--- src/rtl/assert_macros.svh ---
// ----------------------------------------------------------------------------
// Assertion macros
// Clocked assertion shorthands for the decoder RTL.
// ----------------------------------------------------------------------------
`ifndef ASSERT_MACROS_SVH
`define ASSERT_MACROS_SVH

// Same-cycle implication, sampled on clk and disabled while in reset.
`define ASSERT_IMPL(label, ante, cons, msg) \
    label: assert property (@(posedge clk) disable iff (!rst_n) (ante) |-> (cons)) \
        else $error(msg);

// Next-cycle implication, sampled on clk and disabled while in reset.
`define ASSERT_NEXT(label, ante, cons, msg) \
    label: assert property (@(posedge clk) disable iff (!rst_n) (ante) |=> (cons)) \
        else $error(msg);

`endif

--- src/rtl/bmpd_pkg.sv ---
// ----------------------------------------------------------------------------
// bmpd_pkg
// Shared constants, result kinds and the header status bundle of the BMP
// pixel stream decoder.
// ----------------------------------------------------------------------------
package bmpd_pkg;

    localparam int unsigned MAX_DIM = 4096;
    // Width of a stored image dimension (holds MAX_DIM itself).
    localparam int DIM_W = $clog2(MAX_DIM + 1);
    // Width of the column and row counters (hold MAX_DIM - 1).
    localparam int CNT_W = (MAX_DIM > 1) ? $clog2(MAX_DIM) : 1;
    localparam int COORD_W = 12;

    localparam logic [31:0] MAX_DIM_32    = 32'(MAX_DIM);
    localparam logic [15:0] BMP_SIGNATURE = 16'h4D42;
    localparam logic [15:0] BPP_24        = 16'd24;
    localparam logic [15:0] BPP_32        = 16'd32;
    localparam logic [31:0] HDR_SIZE      = 32'd54;
    localparam logic [5:0]  HDR_LAST_POS  = 6'd53;

    typedef enum logic [2:0] {
        KIND_PIXEL      = 3'd0,
        KIND_EMPTY      = 3'd1,
        KIND_BAD_SIG    = 3'd2,
        KIND_BAD_DEPTH  = 3'd3,
        KIND_COMPRESSED = 3'd4,
        KIND_BAD_SIZE   = 3'd5
    } kind_t;

    typedef struct packed {
        logic              done;    // header ends the file with one result
        kind_t             kind;    // kind of that result
        logic              skip;    // pixel data starts beyond the header
        logic [31:0]       offset;
        logic [DIM_W-1:0]  width;
        logic [DIM_W-1:0]  hmag;
        logic              neg;     // top-down row order
        logic              bpp32;
    } hdr_status_t;

endpackage

--- src/rtl/bmpd_hdr.sv ---
// ----------------------------------------------------------------------------
// bmpd_hdr
// Captures the header fields of a BMP file byte by byte and classifies the
// header: error kind, empty image, pixel-data offset and image geometry.
// ----------------------------------------------------------------------------
module bmpd_hdr (
    input  logic                  clk,
    input  logic                  start,
    input  logic                  wr,
    input  logic [5:0]            pos,
    input  logic [7:0]            data_byte,
    output bmpd_pkg::hdr_status_t status
);
    import bmpd_pkg::*;

    logic [15:0] sig_reg, sig_next;
    logic [31:0] offset_reg, offset_next;
    logic [31:0] width_reg, width_next;
    logic [31:0] height_reg, height_next;
    logic [15:0] bpp_reg, bpp_next;
    logic [31:0] comp_reg, comp_next;
    logic [1:0]  lane_offset, lane_width, lane_height, lane_comp;
    logic [31:0] hmag32;
    logic        width_ok, hmag_ok;

    assign lane_offset = 2'(pos - 6'd10);
    assign lane_width  = 2'(pos - 6'd18);
    assign lane_height = 2'(pos - 6'd22);
    assign lane_comp   = 2'(pos - 6'd30);

    always_comb
    begin
        sig_next    = sig_reg;
        offset_next = offset_reg;
        width_next  = width_reg;
        height_next = height_reg;
        bpp_next    = bpp_reg;
        comp_next   = comp_reg;
        if (start)
        begin
            // The first byte of a file is header byte zero.
            sig_next    = {8'd0, data_byte};
            offset_next = '0;
            width_next  = '0;
            height_next = '0;
            bpp_next    = '0;
            comp_next   = '0;
        end
        else if (wr)
        begin
            if (pos inside {[6'd0:6'd1]})
                sig_next[{pos[0], 3'b000} +: 8] = data_byte;
            else if (pos inside {[6'd10:6'd13]})
                offset_next[{lane_offset, 3'b000} +: 8] = data_byte;
            else if (pos inside {[6'd18:6'd21]})
                width_next[{lane_width, 3'b000} +: 8] = data_byte;
            else if (pos inside {[6'd22:6'd25]})
                height_next[{lane_height, 3'b000} +: 8] = data_byte;
            else if (pos inside {[6'd28:6'd29]})
                bpp_next[{pos[0], 3'b000} +: 8] = data_byte;
            else if (pos inside {[6'd30:6'd33]})
                comp_next[{lane_comp, 3'b000} +: 8] = data_byte;
        end
    end

    always_ff @(posedge clk)
    begin
        sig_reg    <= sig_next;
        offset_reg <= offset_next;
        width_reg  <= width_next;
        height_reg <= height_next;
        bpp_reg    <= bpp_next;
        comp_reg   <= comp_next;
    end

    assign hmag32   = height_reg[31] ? (32'd0 - height_reg) : height_reg;
    assign width_ok = !width_reg[31] && (width_reg != 32'd0) && (width_reg <= MAX_DIM_32);
    assign hmag_ok  = (hmag32 <= MAX_DIM_32);

    always_comb
    begin
        status.done   = 1'b1;
        status.kind   = KIND_PIXEL;
        status.skip   = (offset_reg > HDR_SIZE);
        status.offset = offset_reg;
        status.width  = DIM_W'(width_reg);
        status.hmag   = DIM_W'(hmag32);
        status.neg    = height_reg[31];
        status.bpp32  = (bpp_reg == BPP_32);
        // Checks in priority order; the first failure names the result.
        if (sig_reg != BMP_SIGNATURE)
            status.kind = KIND_BAD_SIG;
        else if ((bpp_reg != BPP_24) && (bpp_reg != BPP_32))
            status.kind = KIND_BAD_DEPTH;
        else if (comp_reg != 32'd0)
            status.kind = KIND_COMPRESSED;
        else if (!width_ok || !hmag_ok)
            status.kind = KIND_BAD_SIZE;
        else if (hmag32 == 32'd0)
            status.kind = KIND_EMPTY;
        else
            status.done = 1'b0;
    end

endmodule

--- src/rtl/bmp_pixel_stream_decoder_core.sv ---
// ----------------------------------------------------------------------------
// bmp_pixel_stream_decoder_core
// Parses a 24/32-bit uncompressed BMP byte stream; emits one RGB pixel with its
// column and top-first row per pixel group, or a status result if the header ends the file.
//
//   Channel   Dir  tdata (low bit up)                      tuser / tlast
//   s_*       in   data_byte[7:0]                          start_of_file / -
//   m_*       out  red, green, blue, column[11:0], row     kind[2:0] / last_pixel
//
// One byte is accepted per cycle when not stalled; its result, if any, appears
// in the output register on the next cycle.
// The rate is set by the single byte-wide parser step and the output register.
// Input stalls only while a result sits in the output register untaken.
// rst_n clears the parser asynchronously; no clearing pass is needed.
// ----------------------------------------------------------------------------
`include "assert_macros.svh"

module bmp_pixel_stream_decoder_core (
    input  logic        clk,
    input  logic        rst_n,
    input  logic        s_tvalid,
    output logic        s_tready,
    input  logic [7:0]  s_tdata,   // data_byte
    input  logic        s_tuser,   // start_of_file
    output logic        m_tvalid,
    input  logic        m_tready,
    output logic [47:0] m_tdata,   // red, green, blue, column, row
    output logic [2:0]  m_tuser,   // kind
    output logic        m_tlast    // last_pixel
);
    import bmpd_pkg::*;

    typedef enum logic [4:0] {
        PH_IDLE   = 5'b00001,
        PH_HEADER = 5'b00010,
        PH_SKIP   = 5'b00100,
        PH_PIXELS = 5'b01000,
        PH_PAD    = 5'b10000
    } phase_t;

    localparam logic [1:0] BIP_BLUE  = 2'd0;
    localparam logic [1:0] BIP_GREEN = 2'd1;
    localparam logic [1:0] BIP_RED   = 2'd2;
    localparam logic [1:0] BIP_ALPHA = 2'd3;

    phase_t             phase_reg, phase_next;
    logic [31:0]        pos_reg, pos_next, pos_plus;
    logic [DIM_W-1:0]   width_reg, width_next;
    logic [DIM_W-1:0]   hmag_reg, hmag_next;
    logic               neg_reg, neg_next;
    logic               bpp32_reg, bpp32_next;
    logic [CNT_W-1:0]   col_reg, col_next;
    logic [CNT_W-1:0]   row_reg, row_next;
    logic [1:0]         bip_reg, bip_next;
    logic [1:0]         pad_reg, pad_next;
    logic [7:0]         blue_reg, blue_next;
    logic [7:0]         green_reg, green_next;

    logic               out_valid_reg;
    kind_t              out_kind_reg;
    logic [7:0]         out_red_reg, out_green_reg, out_blue_reg;
    logic [COORD_W-1:0] out_col_reg, out_row_reg;
    logic               out_last_reg;

    logic               accept;
    logic               hdr_start, hdr_wr;
    hdr_status_t        hdr_status;
    logic               emit, emit_last;
    kind_t              emit_kind;
    logic [DIM_W-1:0]   col_plus, row_plus, orow;
    logic               col_last, row_last, pix_end;

    bmpd_hdr u_hdr (
        .clk       (clk),
        .start     (hdr_start),
        .wr        (hdr_wr),
        .pos       (pos_reg[5:0]),
        .data_byte (s_tdata),
        .status    (hdr_status)
    );

    assign s_tready  = !out_valid_reg || m_tready;
    assign accept    = s_tvalid && s_tready;
    assign hdr_start = accept && s_tuser;

    assign col_plus = DIM_W'(col_reg) + DIM_W'(1);
    assign row_plus = DIM_W'(row_reg) + DIM_W'(1);
    assign col_last = (col_plus == width_reg);
    assign row_last = (row_plus == hmag_reg);
    assign orow     = neg_reg ? DIM_W'(row_reg) : (hmag_reg - row_plus);
    assign pix_end  = bpp32_reg ? (bip_reg == BIP_ALPHA) : (bip_reg == BIP_RED);
    assign pos_plus = pos_reg + 32'd1;

    always_comb
    begin
        phase_next = phase_reg;
        pos_next   = pos_reg;
        width_next = width_reg;
        hmag_next  = hmag_reg;
        neg_next   = neg_reg;
        bpp32_next = bpp32_reg;
        col_next   = col_reg;
        row_next   = row_reg;
        bip_next   = bip_reg;
        pad_next   = pad_reg;
        blue_next  = blue_reg;
        green_next = green_reg;
        hdr_wr     = 1'b0;
        emit       = 1'b0;
        emit_kind  = KIND_PIXEL;
        emit_last  = 1'b0;
        if (accept)
        begin
            if (s_tuser)
            begin
                // Header byte zero is taken by the header unit directly.
                phase_next = PH_HEADER;
                pos_next   = 32'd1;
                col_next   = '0;
                row_next   = '0;
                bip_next   = BIP_BLUE;
                pad_next   = 2'd0;
                blue_next  = 8'd0;
                green_next = 8'd0;
            end
            else
            begin
                case (phase_reg)
                    PH_HEADER:
                    begin
                        hdr_wr   = 1'b1;
                        pos_next = pos_plus;
                        if (pos_reg[5:0] == HDR_LAST_POS)
                        begin
                            if (hdr_status.done)
                            begin
                                emit       = 1'b1;
                                emit_kind  = hdr_status.kind;
                                phase_next = PH_IDLE;
                            end
                            else
                            begin
                                width_next = hdr_status.width;
                                hmag_next  = hdr_status.hmag;
                                neg_next   = hdr_status.neg;
                                bpp32_next = hdr_status.bpp32;
                                phase_next = hdr_status.skip ? PH_SKIP : PH_PIXELS;
                            end
                        end
                    end
                    PH_SKIP:
                    begin
                        pos_next = pos_plus;
                        if (pos_plus >= hdr_status.offset)
                            phase_next = PH_PIXELS;
                    end
                    PH_PIXELS:
                    begin
                        if (bip_reg == BIP_BLUE)
                            blue_next = s_tdata;
                        else if (bip_reg == BIP_GREEN)
                            green_next = s_tdata;
                        else if (bip_reg == BIP_RED)
                        begin
                            emit      = 1'b1;
                            emit_last = col_last && row_last;
                        end
                        if (!pix_end)
                            bip_next = bip_reg + 2'd1;
                        else
                        begin
                            bip_next = BIP_BLUE;
                            if (!col_last)
                                col_next = col_reg + CNT_W'(1);
                            else
                            begin
                                col_next = '0;
                                if (row_last)
                                    phase_next = PH_IDLE;
                                else
                                begin
                                    row_next = row_reg + CNT_W'(1);
                                    // A 24-bit row of width w needs w mod 4 pad bytes.
                                    pad_next = bpp32_reg ? 2'd0 : width_reg[1:0];
                                    if (!bpp32_reg && (width_reg[1:0] != 2'd0))
                                        phase_next = PH_PAD;
                                end
                            end
                        end
                    end
                    PH_PAD:
                    begin
                        pad_next = pad_reg - 2'd1;
                        if (pad_reg == 2'd1)
                            phase_next = PH_PIXELS;
                    end
                    PH_IDLE:
                    begin
                        phase_next = PH_IDLE;
                    end
                    default:
                    begin
                        phase_next = PH_IDLE;
                    end
                endcase
            end
        end
    end

    always_ff @(posedge clk or negedge rst_n)
    begin
        if (!rst_n)
        begin
            phase_reg     <= PH_IDLE;
            pos_reg       <= '0;
            width_reg     <= '0;
            hmag_reg      <= '0;
            neg_reg       <= 1'b0;
            bpp32_reg     <= 1'b0;
            col_reg       <= '0;
            row_reg       <= '0;
            bip_reg       <= BIP_BLUE;
            pad_reg       <= 2'd0;
            out_valid_reg <= 1'b0;
        end
        else
        begin
            phase_reg     <= phase_next;
            pos_reg       <= pos_next;
            width_reg     <= width_next;
            hmag_reg      <= hmag_next;
            neg_reg       <= neg_next;
            bpp32_reg     <= bpp32_next;
            col_reg       <= col_next;
            row_reg       <= row_next;
            bip_reg       <= bip_next;
            pad_reg       <= pad_next;
            out_valid_reg <= (accept && emit) || (out_valid_reg && !m_tready);
        end
    end

    always_ff @(posedge clk)
    begin
        blue_reg  <= blue_next;
        green_reg <= green_next;
        if (accept && emit)
        begin
            out_kind_reg <= emit_kind;
            out_last_reg <= emit_last;
            if (emit_kind == KIND_PIXEL)
            begin
                out_red_reg   <= s_tdata;
                out_green_reg <= green_reg;
                out_blue_reg  <= blue_reg;
                out_col_reg   <= COORD_W'(col_reg);
                out_row_reg   <= COORD_W'(orow);
            end
            else
            begin
                out_red_reg   <= 8'd0;
                out_green_reg <= 8'd0;
                out_blue_reg  <= 8'd0;
                out_col_reg   <= '0;
                out_row_reg   <= '0;
            end
        end
    end

    assign m_tvalid = out_valid_reg;
    assign m_tdata  = {out_row_reg, out_col_reg, out_blue_reg, out_green_reg, out_red_reg};
    assign m_tuser  = out_kind_reg;
    assign m_tlast  = out_last_reg;

    `ASSERT_IMPL(a_status_fields_zero, m_tvalid && (m_tuser != KIND_PIXEL),
                 (m_tdata == 48'd0) && !m_tlast, "status result carries pixel fields")
    `ASSERT_IMPL(a_alpha_only_32, (phase_reg == PH_PIXELS) && (bip_reg == BIP_ALPHA),
                 bpp32_reg, "alpha byte position reached in a 24-bit image")
    `ASSERT_IMPL(a_pad_nonzero, phase_reg == PH_PAD, pad_reg != 2'd0,
                 "padding phase with no padding bytes left")
    `ASSERT_NEXT(a_last_ends_image, accept && emit && emit_last && pix_end,
                 phase_reg == PH_IDLE, "parser still active after the last pixel")
    `ASSERT_NEXT(a_result_loaded, accept && emit, m_tvalid,
                 "result produced but output register not loaded")

endmodule

--- config.mk ---
export PLATFORM = sky130hd
export DESIGN_NAME = bmp_pixel_stream_decoder_core
export DESIGN_NICKNAME = d
export VERILOG_FILES = /design/src/rtl/bmpd_pkg.sv /design/src/rtl/bmpd_hdr.sv /design/src/rtl/bmp_pixel_stream_decoder_core.sv
export VERILOG_INCLUDE_DIRS = /design/src /design/src/rtl
export SDC_FILE = /design/constraint.sdc
export NUM_CORES = 1
export LEC_CHECK = 0
export ABC_AREA = 1
export BUFFER_PORTS_ARGS = -buffer_cell sky130_fd_sc_hd__buf_2
export CELL_PAD_IN_SITES_DETAIL_PLACEMENT = 1
export CELL_PAD_IN_SITES_GLOBAL_PLACEMENT = 1
export CORE_MARGIN = 2
export CORE_UTILIZATION = 44
export DETAILED_ROUTE_END_ITERATION = 10
export PLACE_DENSITY = 0.8
export SYNTH_ARGS = -nofsm -noshare
export SYNTH_HDL_FRONTEND = slang
export SYNTH_SLANG_ARGS = --single-unit
--- constraint.sdc ---
create_clock -name clk -period 6.7 [get_ports clk]
set_input_delay 1.34 -clock clk [delete_from_list [all_inputs] [get_ports clk]]
set_output_delay 1.34 -clock clk [all_outputs]
set_load 0.1 [all_outputs]
-- Yosys cells after proc, flatten, opt, wreduce, memory -nomap -nowiden
Cells that the tools add are included.
- register bits: 322
- output and inout port bits: 54
- word-level logic and storage cells: 236
- $add $sub $neg: 18
- $lt $le $gt $ge: 16
- equal/unequal tests: 24
- shift operators: 10
- multiplexer cells: 74
- bitwise gates (word level): 10
- reduce and logical (&&, ||, !) cells: 57
- operators by type and width (cell ; number):
    $bwmux 32 ; 4
    $shift 8x7->32 const A ; 4
    $shiftx 8x7->32 ; 4
    $mux 12 ; 10
    $mux 32 ; 3
    $le 32x13->1 const B ; 2
    $mux 8 ; 8
    $reduce_bool 32->1 ; 2
    $mux 5 ; 8
    $add 32x1->32 const B ; 1
    $bwmux 16 ; 2
    $ge 32x32->1 ; 1
    $gt 32x6->1 const B ; 1
    $logic_not 32->1 ; 1
    $sub 1x32->32 const A ; 1
    $neg 5->7 ; 4
    $mux 3 ; 9
    $add 12x1->13 const B ; 2
    $eq 13x13->1 ; 2
    $add 12x1->12 const B ; 2
    $ge 6x5->1 const B ; 4
    $pmux 5 s4 ; 1
    $reduce_and 5->1 ; 4
    $le 6x5->1 const B ; 3
    46 further kinds ; 126

-- Logic depth before layout (Yosys ltp)
Gate-level depths: netlist of the first run.
- depth after elaboration: 16
- gate-level depth with buffers: 27

-- Hierarchy
Synthesis of the first run repeated with hierarchy kept, for this count alone.
- cells, all modules: 2309
- area total of the unflattened synthesis: 17601.9 sq um
- modules (own cells, without submodules) (module ; times used ; cells an instance ; area each (sq um) ; sequential area each (sq um)):
    bmp_pixel_stream_decoder_core ; 1 ; 1180 ; 9790.6 ; 4395.5
    bmpd_hdr ; 1 ; 1129 ; 7811.2 ; 3283.1

-- Worst setup path before layout of the first run
No wires, ideal clock.
- kind: input to register
- start point: in m_tready
- end point: reg out_last_reg, in the netlist m_tlast (enable)
- arrival time: 3.696 ns
- data required time: 6.294 ns
- setup slack: 2.597 ns
- stages: 8
- path buffers: 0
- cells stage by stage: inv_1 > nand2_1 > nand2_1 > nor2_1 > inv_1 > a21oi_1 > nand2_1 > inv_1
- longest elaborated chain between the ends: 4
- ends and longest elaborated chain (what ; line ; text):
    from (decl) ; bmp_pixel_stream_decoder_core.sv:26 ; input logic m_tready,
    $logic_or 1x1->1 * ; bmp_pixel_stream_decoder_core.sv:82 ; assign s_tready = !out_valid_reg || m_tready;
    via s_tready ; bmp_pixel_stream_decoder_core.sv:22 ; output logic s_tready,
    $logic_and 1x1->1 * ; bmp_pixel_stream_decoder_core.sv:83 ; assign accept = s_tvalid && s_tready;
    $mux 1 ; bmp_pixel_stream_decoder_core.sv:112 ; if (accept)
    $logic_and 1x1->1 * ; bmp_pixel_stream_decoder_core.sv:246 ; if (accept && emit)
    to (signal assigned) ; bmp_pixel_stream_decoder_core.sv:249 ; out_last_reg <= emit_last;
    to (decl) ; bmp_pixel_stream_decoder_core.sv:63 ; logic out_last_reg;
Mark *: on every way through the listed nets, which the timed path passes. The rest lies on a longest branch.
A chain may end at the register's enable or synchronous reset.

-- Worst setup path after layout of the first run
- start point: reg pos_reg[1]
- end point: reg phase_reg[4]
- longest elaborated chain between the ends: 4
- ends and longest elaborated chain (what ; line ; text):
    from (decl) ; bmp_pixel_stream_decoder_core.sv:47 ; logic [31:0] pos_reg, pos_next, pos_plus;
    from (signal assigned) ; bmp_pixel_stream_decoder_core.sv:229 ; pos_reg <= pos_next;
    $add 32x1->32 ; bmp_pixel_stream_decoder_core.sv:92 ; assign pos_plus = pos_reg + 32'd1;
    $ge 32x32->1 ; bmp_pixel_stream_decoder_core.sv:154 ; if (pos_plus >= hdr_status.offset)
    $ne 3x3->1 (no line) ; - ;
    $reduce_and 7->1 (no line) * ; - ;
    to (signal assigned) ; bmp_pixel_stream_decoder_core.sv:228 ; phase_reg <= phase_next;
    to (decl) ; bmp_pixel_stream_decoder_core.sv:46 ; phase_t phase_reg, phase_next;
Mark *: on every way between the ends. The rest lies on a longest branch, timed or not.

==> metrics.md, run 1 <==
| Metric | Value |
|---|---|
| Status | `complete, no violations` |
| Die Y | `approximately 200 um` |
| Worst vdd ir | `around 160 uV` |
| Initial antenna violation count | `0` |
| Post-CTS Setup Repair Bufs | `0` |
| Post-synthesis average cell area | `7.568 um^2` |
| Root buffer cell | `clkbuf_16` |
| Pwr per Cell Area | `~270 nW/um^2` |
| Max_slew headroom | `between 20% and 30%` |
| First-pass GRT wire length | `around 84000 um` |
| WP data required | `7190 ps` |
| Path category of the worst min-delay check | `register to register` |
| Sequential area share after synthesis | `around 45%` |
| CP most frequent cell | `nand2_1` |
| Die width | `approximately 200 um` |
| Number of synthesized register bits | `approximately 320` |
| Synth cell types | `between 50 and 60` |
| CTS tree | `built` |
| Setup Viol. Count Final | `0` |
| Crit start category | `register` |
| Largest net degree at the start of global routing | `roughly 110` |
| Site Rows | `72` |
| Initial Util | `about 45%` |
| DRT antenna net count | `0` |
| Routability Congestion | `approximately 0.9` |
| Final TNS setup | `0 ps` |
| Max-slew violation count | `0` |
| Critical path peak fanout | `7` |
| Grt ovf | `0` |
| Yosys top cell by area | `dfxtp_1` |
| Share of cells above drive strength 1 | `9.439%` |
| TritonCTS Buffers | `38` |
| Yosys warnings | `0` |
| Min Tclk post-route | `around 4600 ps` |
| CTS clk-pin slew, worst paths | `roughly 60 ps` |
| HPWL after DPL | `approximately 38000 um` |
| LEAKAGE | `around 8.7 nW` |
| Slowest cell on the critical path | `dfrtp_1` |
| Commonest cells post-synth | `nand2_1, nor2_1, inv_1, o21ai_0, dfxtp_1` |
| Core ar. | `a little under 40000 um^2` |
| TritonCTS Sinks | `approximately 320` |
| Vias in the first global route | `about 16000` |
| Final Cycle Share | `between 60% and 70%` |
| Vias per std cell | `around 5.4` |
| Endpoints failing hold | `0` |
| Critical Path AT | `between 5000 and 6000 ps` |
| Synthesized area | `approximately 17000 um^2` |
| Clock Tree Buf Depth | `3` |
| WP buf/inv | `3` |
| RSZ-0062 raised after global routing | `false` |
| PortBufs | `66` |
| Wire length per cell | `approximately 18 um` |
| CP Capture Type | `register` |
| Max Clock Freq | `approximately 220 MHz` |
| Syn Nets | `2349` |
| Area of the multi-input gates | `8010 um^2` |
| Die area | `about 41000 um^2` |
| Primary FF master, synth | `dfxtp_1` |
| Top cell type's share of synthesized area | `between 15 and 20%` |
| Ys async rst share | `just under 30%` |
| Final setup skew | `~25 ps` |
| Final Net Count | `2395` |
| Post-route DRC | `0` |
| Kind of critical path | `register to register` |
| Clk_lat worst skew | `around 570 ps` |
| Reg area | `about 7700 um^2` |
| Number of flops mapped to enable cells by yosys | `between 70 and 80` |
| Least-Margin Pin Slew | `1153 ps` |
| Gr usage total | `25.47%` |
| Max-cap viol count | `0` |
| I/O Pins | `67` |
| Hold_buf cts | `0` |
| Initial DRC Count | `between 800 and 900` |
| Cell with the most instances after synthesis | `nand2_1` |
| First-pass DRT Iterations | `5` |
| CP peak stage delay | `470 ps` |
| Layout area overhead | `11.63%` |
| Via count | `roughly 15000` |
| Power Total | `between 0.005 and 0.006 W` |
| Routed Wire Length | `about 50000 um` |
| H-tree depth | `2` |
| # fillers | `4833` |
| Ranking of synthesized cells by area | `dfxtp_1, dfrtp_1, edfxtp_1, nand2_1, nor2_1` |
| ANT cells | `0` |
| Synth Instances | `around 2300` |
| Crit path max-delay family | `simple AND/OR/NAND/NOR gates` |
| Post-CTS resize count | `0` |
-- cell type report --
class | count | area share [%]
Sequential cell | 322 | 39.94
Multi-Input combinational cell | 1566 | 41.66
Timing Repair Buffer | 75 | 2.082
Clock inverter | 22 | 1.041
Clock buffer | 48 | 5.681
Tap cell | 518 | 3.371
Inverter | 319 | 6.228
-- tightest hold or removal path: stages, from the launching register on --
cell     delay (ps)
dfxtp_1         300
inv_1            60
a21oi_1          50
-- layer usage --
layer	vias to the layer above	wire length [um]	part of all wire [%]	track usage, %
li1	7541	-	-	-
met5	-	0	0	0
met4	0	1468	2.9	8.377
met3	94	2297	4.5	4.176
met2	317	25450	49	44.93
met1	7508	22240	43	31.67
-- kinds of logic after synthesis --
family                     Yosys count  synth area share, %
DFF                                322                44.58
buffers and inverters              388                8.971
and+or+nand+nor                   1058                26.89
xor gates and xnor gates            48                2.564
AOI/OAI and AO/OA                  400                12.60
adders and majority gates           60                4.402
-- where the power goes --
group / total (W) / switching (W) / internal, W / leakage, nW
sequential: 0.00213 / 0.0000539 / 0.00208 / 3.20
combinational: 0.000859 / 0.000630 / 0.000229 / 4.89
clock: 0.00212 / 0.000877 / 0.00125 / 0.628
-- through the flow --
| stage | instances | utilization, % | hold WS (ps) | worst slack (ps) | cell area, um^2 |
|---|---|---|---|---|---|
| after floorplan | 2276 | - | 423.5 | 2597 | 17220 |
| after global placement | 2800 | 46.41 | 436.6 | 2388 | 17930 |
| after detailed placement | 2800 | 46.41 | 446.1 | 2083 | 17930 |
| after CTS | 2870 | 49.75 | 457.4 | 2230 | 19230 |
| after global routing | 2870 | 49.75 | 486.5 | 1646 | 19230 |
| final | 2870 | 49.75 | 453.1 | 2113 | 19230 |
-- cells in the final DEF (no fill, tap or decap), drive strengths merged, types with 2 or more instances in the layout --
cell type,count
a211oi,16
a21oi,153
a31oi,2
and2,5
and3,2
buf,75
bufinv,2
clkbuf,48
clkinv,16
clkinvlp,5
dfrtp,93
dfxtp,152
edfxtp,76
ha,59
inv,318
nand2,414
nand3,122
nand3b,3
nand4,44
nor2,390
nor3,42
nor4,28
o21a,2
o21ai,188
o22ai,31
o31ai,3
or2,8
xnor2,7
xor2,40
-- worst paths after layout --
| path | start | end | slack (ps) | cells past startpoint |
|---|---|---|---|---|
| max reg2reg | pos_reg[1] | phase_reg[4] | 2110 | 26 |
| min reg2reg | u_hdr.sig_reg[15] | u_hdr.sig_reg[15] | 450 | 2 |
| min in group asynchronous | rst_n | m_tvalid | 770 | 1 |
| max in group asynchronous | rst_n | neg_reg | 4750 | 2 |
| min | u_hdr.sig_reg[15] | u_hdr.sig_reg[15] | 450 | 2 |
| max | pos_reg[1] | phase_reg[4] | 2110 | 26 |
No activity file was read; power rests on OpenSTA's default activity.
==> run 2, diff against run 1 <==
==> constraint.sdc (replaced) <==
create_clock -name clk -period 4.26 [get_ports clk]
set_input_delay 0.852 -clock clk [delete_from_list [all_inputs] [get_ports clk]]
set_output_delay 0.852 -clock clk [all_outputs]
set_load 0.1 [all_outputs]
==> run 2 against run 1 <==
  * Sequential share of layout area down 0.69 points
  * Global-route usage is 0.11 points higher
  * Clock-buffer cell count is 7 higher
  * Die area unchanged
  * Sequential power rose by 57%
  * Sequential cell count unchanged
  * Combinational power increased by 61%
  * Largest power group unchanged
==> metrics.md, run 2 (synthesis gave the netlist of run 1 again) <==
| Metric | Value |
|---|---|
| CTS clk-pin slew, worst paths | `60 ps (about the same)` |
| Max-cap viol count | `0 (unchanged)` |
| CP Capture Type | `register` |
| Area of the multi-input gates | `8180 um^2 (+2.1%)` |
| Path category of the worst min-delay check | `input pin to async pin` |
| RSZ-0062 raised after global routing | `true` |
| Kind of critical path | `register to register` |
| Max-slew violation count | `0 (unchanged)` |
| I/O Pins | `67 (unchanged)` |
| Endpoints failing hold | `0 (unchanged)` |
| TritonCTS Sinks | `322 (unchanged)` |
| Core ar. | `38650 um^2 (unchanged)` |
| Most frequent cells in the layout | `nand2_1, nor2_1, inv_1` |
| Die width | `201.9 um (unchanged)` |
| ANT cells | `0 (unchanged)` |
| Min Tclk post-route | `4030 ps (-556.8 ps)` |
| Slowest cell on the critical path | `dfrtp_1` |
| Post-route DRC | `0 (unchanged)` |
| Vias per std cell | `5.378 (-0.16%)` |
| CTS tree | `built` |
| FF-to-FF Start | `pos_reg[0]` |
| Crit path max-delay family | `simple AND/OR/NAND/NOR gates` |
| Worst vdd ir | `241.1 uV (+54%)` |
| Setup Viol. Count Final | `0 (unchanged)` |
| Final Cycle Share | `94.61% (+26 points)` |
| PortBufs | `66 (unchanged)` |
| Clk_lat worst skew | `570 ps (about the same)` |
| First-pass GRT wire length | `84320 um (+0.83%)` |
| Hold Worst Slack | `434.8 ps (-18.34 ps)` |
| Gr usage total | `25.57% (+0.11 points)` |
| Routability Congestion | `0.8994 (+0.14%)` |
| First-pass DRT Iterations | `5 (unchanged)` |
| Die area | `40740 um^2 (unchanged)` |
| # fillers | `4812 (-0.43%)` |
| Final Net Count | `2415 (+0.84%)` |
| Most common cell after layout, fill and taps aside | `nand2_1` |
| Critical Path AT | `4510 ps (-570 ps)` |
| HPWL after DPL | `38840 um (+1.0%)` |
| Clock Tree Buf Depth | `3 (unchanged)` |
| Stages on worst setup path | `26 (unchanged)` |
| Root buffer cell | `clkbuf_16` |
| Via count | `15532 (+0.47%)` |
| Grt ovf | `0 (unchanged)` |
| FF-to-FF setup slack | `230 ps (-1880 ps)` |
| Site Rows | `72 (unchanged)` |
| CP peak stage delay | `400 ps (-70 ps)` |
| Final TNS setup | `0 ps (unchanged)` |
| Initial antenna violation count | `0 (unchanged)` |
| H-tree depth | `2 (unchanged)` |
| Least-Margin Pin Slew | `1077 ps (-75.24 ps)` |
| WP buf/inv | `2 (-1)` |
| Worst reg2reg endpoint | `phase_reg[0]` |
| TritonCTS Buffers | `37 (-2.6%)` |
| Wire length per cell | `17.92 um (about the same)` |
| Pre-CTS setup slack | `120.1 ps (-1963 ps)` |
| Pwr per Cell Area | `410.5 nW/um^2 (+54%)` |
| Fin util | `50.64% (+0.89 points)` |
| Vias in the first global route | `16383 (+1.2%)` |
| Initial Util | `44.57% (unchanged)` |
| Power Total | `0.008034 W (+57%)` |
| LEAKAGE | `8.863 nW (+1.7%)` |
| Initial DRC Count | `815 (+0.62%)` |
| Status | `complete, no violations` |
| R2R cell count | `26 (unchanged)` |
| Die Y | `201.9 um (unchanged)` |
| Critical path launch point | `pos_reg[0]` |
| Layout area overhead | `13.63%` |
| Max Clock Freq | `248.1 MHz (+14%)` |
| Critical path peak fanout | `4 (-3)` |
| Hold_buf cts | `0 (unchanged)` |
| Final WS setup | `229.8 ps (-1883 ps)` |
| CP most frequent cell | `nand4_1` |
| Reg area | `7681 um^2 (about the same)` |
| DRT antenna net count | `0 (unchanged)` |
| Largest net degree at the start of global routing | `94 (-14%)` |
| Share of cells above drive strength 1 | `11.14% (+1.7 points)` |
| Crit start category | `register` |
| Max_slew headroom | `27.90% (+5.6 points)` |
| WP data required | `4740 ps (-2450 ps)` |
| Final setup skew | `28.54 ps (+3.668 ps)` |
| Routed Wire Length | `51760 um (+0.59%)` |
-- run 2: per-layer routing --
layer,GRT usage [%],share of wire (%)
met1,32.13,44
met2,44.91,49
met3,3.064,3.8
met4,9.848,3.2
met5,0,0
-- run 2: what timing repair did --
| item | 4_1_cts | 5_1_grt |
|---|---|---|
| setup buffers | 0 | 8 |
| endpoints found under the setup margin | 0 | 5 |
| gates resized for setup | 0 | 42 |
-- run 2: worst register-to-register path, stage by stage, from the launching register on --
cell     delay [ps]
dfrtp_1         400
ha_4            170
nand3_4          90
nor2_4          170
nand2_2          90
nor2_4          130
nand2_2          80
nor2_4          120
nand2_2          80
nor3_4          220
nand4_1         200
nor2_2          180
nand4_1         110
or2_1           260
nand2_1          80
inv_2            50
ha_4            260
nand3_4          60
inv_2            50
nand4_1         130
nor2_2          170
nand4_1         100
nand4_1         190
nand4_1         210
nor2_2          190
nand2_1          70
o21ai_1          80
-- run 2: metrics by stage --
stage	area (um^2)	instances
floorplan	17220	2276
global placement	18070	2813
detailed placement	18070	2813
CTS	19340	2880
global route	19570	2888
finish	19570	2888
-- run 2: power breakdown --
group | total, W | switching [W] | internal, W
logic | 0.00138 | 0.000997 | 0.000378
clock network | 0.00330 | 0.00131 | 0.00200
registers | 0.00335 | 0.0000877 | 0.00327
total | 0.00803 | 0.00239 | 0.00564
-- run 2: area by class of cell --
cell class / count / area share [%]
clock buffer: 55 / 5.875
clock inverter: 12 / 0.6137
tap: 518 / 3.311
inverter: 319 / 6.118
sequential: 322 / 39.24
multi-input combinational: 1566 / 41.80
timing repair buffer: 96 / 3.043
-- run 2: worst max-delay path by stage --
stage | to | slack [ps]
after floorplan | m_tlast | 600
after global placement | phase_reg[0] | 340
after detailed placement | phase_reg[0] | 120
after CTS | phase_reg[0] | 120
after global routing | phase_reg[0] | -150
final | phase_reg[0] | 230
==> run 3, diff against run 2 <==
--- a/config.mk
+++ b/config.mk
@@ -11,9 +11,9 @@
 export CELL_PAD_IN_SITES_DETAIL_PLACEMENT = 1
 export CELL_PAD_IN_SITES_GLOBAL_PLACEMENT = 1
 export CORE_MARGIN = 2
-export CORE_UTILIZATION = 44
+export CORE_UTILIZATION = 45
 export DETAILED_ROUTE_END_ITERATION = 10
-export PLACE_DENSITY = 0.8
+export PLACE_DENSITY = 0.81
 export SYNTH_ARGS = -nofsm -noshare
 export SYNTH_HDL_FRONTEND = slang
 export SYNTH_SLANG_ARGS = --single-unit
==> run 3 against run 2 <==
  * Register-to-register slack worse by 160 ps
  * Die area down 2.2%
  * Critical path type unchanged
  * Cell area shrank 0.20%
  * Clock power about the same
  * Clock-buffer cell count is 5 lower
  * Largest cell class unchanged
  * Sequential power about the same
  * First-iteration DRC count grew 9.2%
  * Worst hold slack worse by 170 ps
  * Non-clock buffer count up 3
  * Critical endpoint unchanged
==> metrics.md, run 3 (synthesis gave the netlist of run 1 again) <==
| Metric | Value |
|---|---|
| Status | `complete, no violations` |
| TritonCTS Buffers | `37 (unchanged)` |
| Clk_lat worst skew | `560 ps (about the same)` |
| ANT cells | `0 (unchanged)` |
| Vias in the first global route | `16194 (-1.2%)` |
| Setup Viol. Count Final | `0 (unchanged)` |
| Path category of the worst min-delay check | `input pin to async pin` |
| CP Capture Type | `register` |
| Clock power share | `40.8% (-0.3 points)` |
| Power Total | `0.008025 W (-0.11%)` |
| Routability Congestion | `0.8950 (-0.49%)` |
| Vias per std cell | `5.418 (+0.73%)` |
| Worst vdd ir | `270.5 uV (+12%)` |
| Pwr per Cell Area | `410.9 nW/um^2 (about the same)` |
| Gr usage total | `26.62% (+1.0 points)` |
| Critical path peak fanout | `8 (+4)` |
| Die Y | `199.6 um (-1.1%)` |
| Final Cycle Share | `98.42% (+3.8 points)` |
| Max_slew headroom | `23.71% (-4.2 points)` |
| DRT antenna net count | `0 (unchanged)` |
| Post-route DRC | `0 (unchanged)` |
| Switch Pwr | `0.002414 W (+0.92%)` |
| Most common cell after layout, fill and taps aside | `nand2_1` |
| Max-slew violation count | `0 (unchanged)` |
| Largest net degree at the start of global routing | `94 (unchanged)` |
| Site Rows | `71 (-1.4%)` |
| PortBufs | `66 (unchanged)` |
| Initial DRC Count | `890 (+9.2%)` |
| Wire length per cell | `18.19 um (+1.5%)` |
| Hold_buf cts | `0 (unchanged)` |
| CTS tree | `built` |
| Combinational power share | `17.4% (+0.3 points)` |
| First-pass GRT wire length | `84150 um (-0.20%)` |
| Max Clock Freq | `238.5 MHz (-3.9%)` |
| Via count | `15608 (+0.49%)` |
| Net Sw Frac | `30.08% (+0.31 points)` |
| CTS clk-pin slew, worst paths | `60 ps (about the same)` |
| Final Net Count | `2418 (+0.12%)` |
| Initial Util | `45.73% (+1.2 points)` |
| Min Tclk post-route | `4193 ps (+162.6 ps)` |
| Final setup skew | `25.19 ps (-3.358 ps)` |
| Finished layout cell area | `19530 um^2 (-0.20%)` |
| Grt ovf | `0 (unchanged)` |
| First-pass DRT Iterations | `5 (unchanged)` |
| Least-Margin Pin Slew | `1132 ps (+54.96 ps)` |
| Routed Wire Length | `52410 um (+1.3%)` |
| Placed cell areas | `18080 um^2 (about the same)` |
| H-tree depth | `2 (unchanged)` |
| WP data required | `4750 ps (about the same)` |
| HPWL after DPL | `39260 um (+1.1%)` |
| Internal power | `0.005611 W (-0.55%)` |
| TritonCTS Sinks | `322 (unchanged)` |
| Final TNS setup | `0 ps (unchanged)` |
| Layout area overhead | `13.41%` |
| Initial antenna violation count | `0 (unchanged)` |
| Endpoints failing hold | `0 (unchanged)` |
| Die area | `39860 um^2 (-2.2%)` |
| Core ar. | `37670 um^2 (-2.5%)` |
| Root buffer cell | `clkbuf_16` |
| LEAKAGE | `8.867 nW (about the same)` |
| Die width | `199.6 um (-1.1%)` |
| Critical Path AT | `4680 ps (+170 ps)` |
| Share of cells above drive strength 1 | `10.97% (-0.17 points)` |
| Most frequent cells in the layout | `nand2_1, nor2_1, inv_1` |
| Crit start category | `register` |
| Seq pwr share | `41.8% (about the same)` |
| RSZ-0062 raised after global routing | `true` |
| Clock Tree Buf Depth | `3 (unchanged)` |
| Hold Worst Slack | `262.3 ps (-172.5 ps)` |
| Kind of critical path | `register to register` |
| Fin util | `51.86% (+1.2 points)` |
| I/O Pins | `67 (unchanged)` |
| Max-cap viol count | `0 (unchanged)` |
[run 3: cell types whose count changed in the layout (fill, tap and decap cells not counted), moves of 2 or more]
| cell | delta |
|---|---|
| buf_4 | +3 |
| xor2_1 | +2 |
| clkbuf_16 | -2 |
| clkbuf_1 | -2 |
| o21ai_1 | -2 |
| xor2_2 | -2 |
| clkinv_8 | +2 |
[run 3: cell type report]
cell class / instances / area [um^2]
flip-flops and latches: 322 / 7680
repair buffers: 99 / 618.1
well taps: 511 / 639.4
clock buffers: 50 / 1079
inverters: 319 / 1197
clock inverters: 14 / 176.4
fillers: 4738 / 18130
multi-input cells: 1566 / 8144
[run 3: power groups by stage]
stage | Combinational, W | Clock, W | Sequential [W]
floorplan | 0.000863 | 0 | 0.00339
global placement | 0.00129 | 0 | 0.00340
detailed placement | 0.00135 | 0 | 0.00341
CTS | 0.00136 | 0.00333 | 0.00335
global route | 0.00154 | 0.00344 | 0.00337
finish | 0.00139 | 0.00327 | 0.00336
[run 3: worst max-delay path, cell delays in order (launching register included)]
cell     delay [ps]
dfrtp_1         540
nand3_4         140
nor2_4          170
nand2_2         100
nor2_4          120
nand2_2          80
nor2_4          130
nand2_2          90
nor3_4          220
nand4_1         210
nor2_2          180
nand4_1         100
or2_1           270
nand2_1          80
inv_2            50
ha_4            260
nand3_4          70
buf_4           130
a21oi_1         150
nor2_1          100
o21ai_1         110
a21oi_1          70
nand4_1         170
nand4_1         220
nor2_2          190
nand2_1          90
o21ai_2          70
[run 3: routing by layer]
metal / vias to the layer above / GRT usage, % / wire length [um]
li1: 7578 / - / -
met1: 7622 / 33.03 / 22950
met2: 316 / 47.74 / 26200
met3: 92 / 3.359 / 1916
met4: 0 / 8.669 / 1345
met5: - / 0 / 0
[run 3: what timing repair did]
item / 4_1_cts / 5_1_grt
buffers inserted: 0 / 9
gates resized for setup: 0 / 35
endpoints found under the setup margin: 0 / 5
[run 3: path summary, 6_finish.rpt]
| kind | endpoint | slack (ps) | cells after the start | start |
|---|---|---|---|---|
| min in group clk | u_hdr.sig_reg[14] | 450 | 2 | u_hdr.sig_reg[14] |
| hold reg to reg | u_hdr.sig_reg[14] | 450 | 2 | u_hdr.sig_reg[14] |
| setup reg to reg | phase_reg[0] | 70 | 26 | pos_reg[3] |
| max in group asynchronous | pos_reg[5] | 3160 | 2 | rst_n |
| hold / removal | phase_reg[1] | 260 | 1 | rst_n |
| setup / recovery | phase_reg[0] | 70 | 26 | pos_reg[3] |
[run 3: stage by stage]
step,setup WS [ps],std cells
after floorplan,603.3,2276
after global placement,368.7,2808
after detailed placement,41.96,2808
after CTS,24.85,2872
after global routing,-261.0,2881
final,67.20,2881
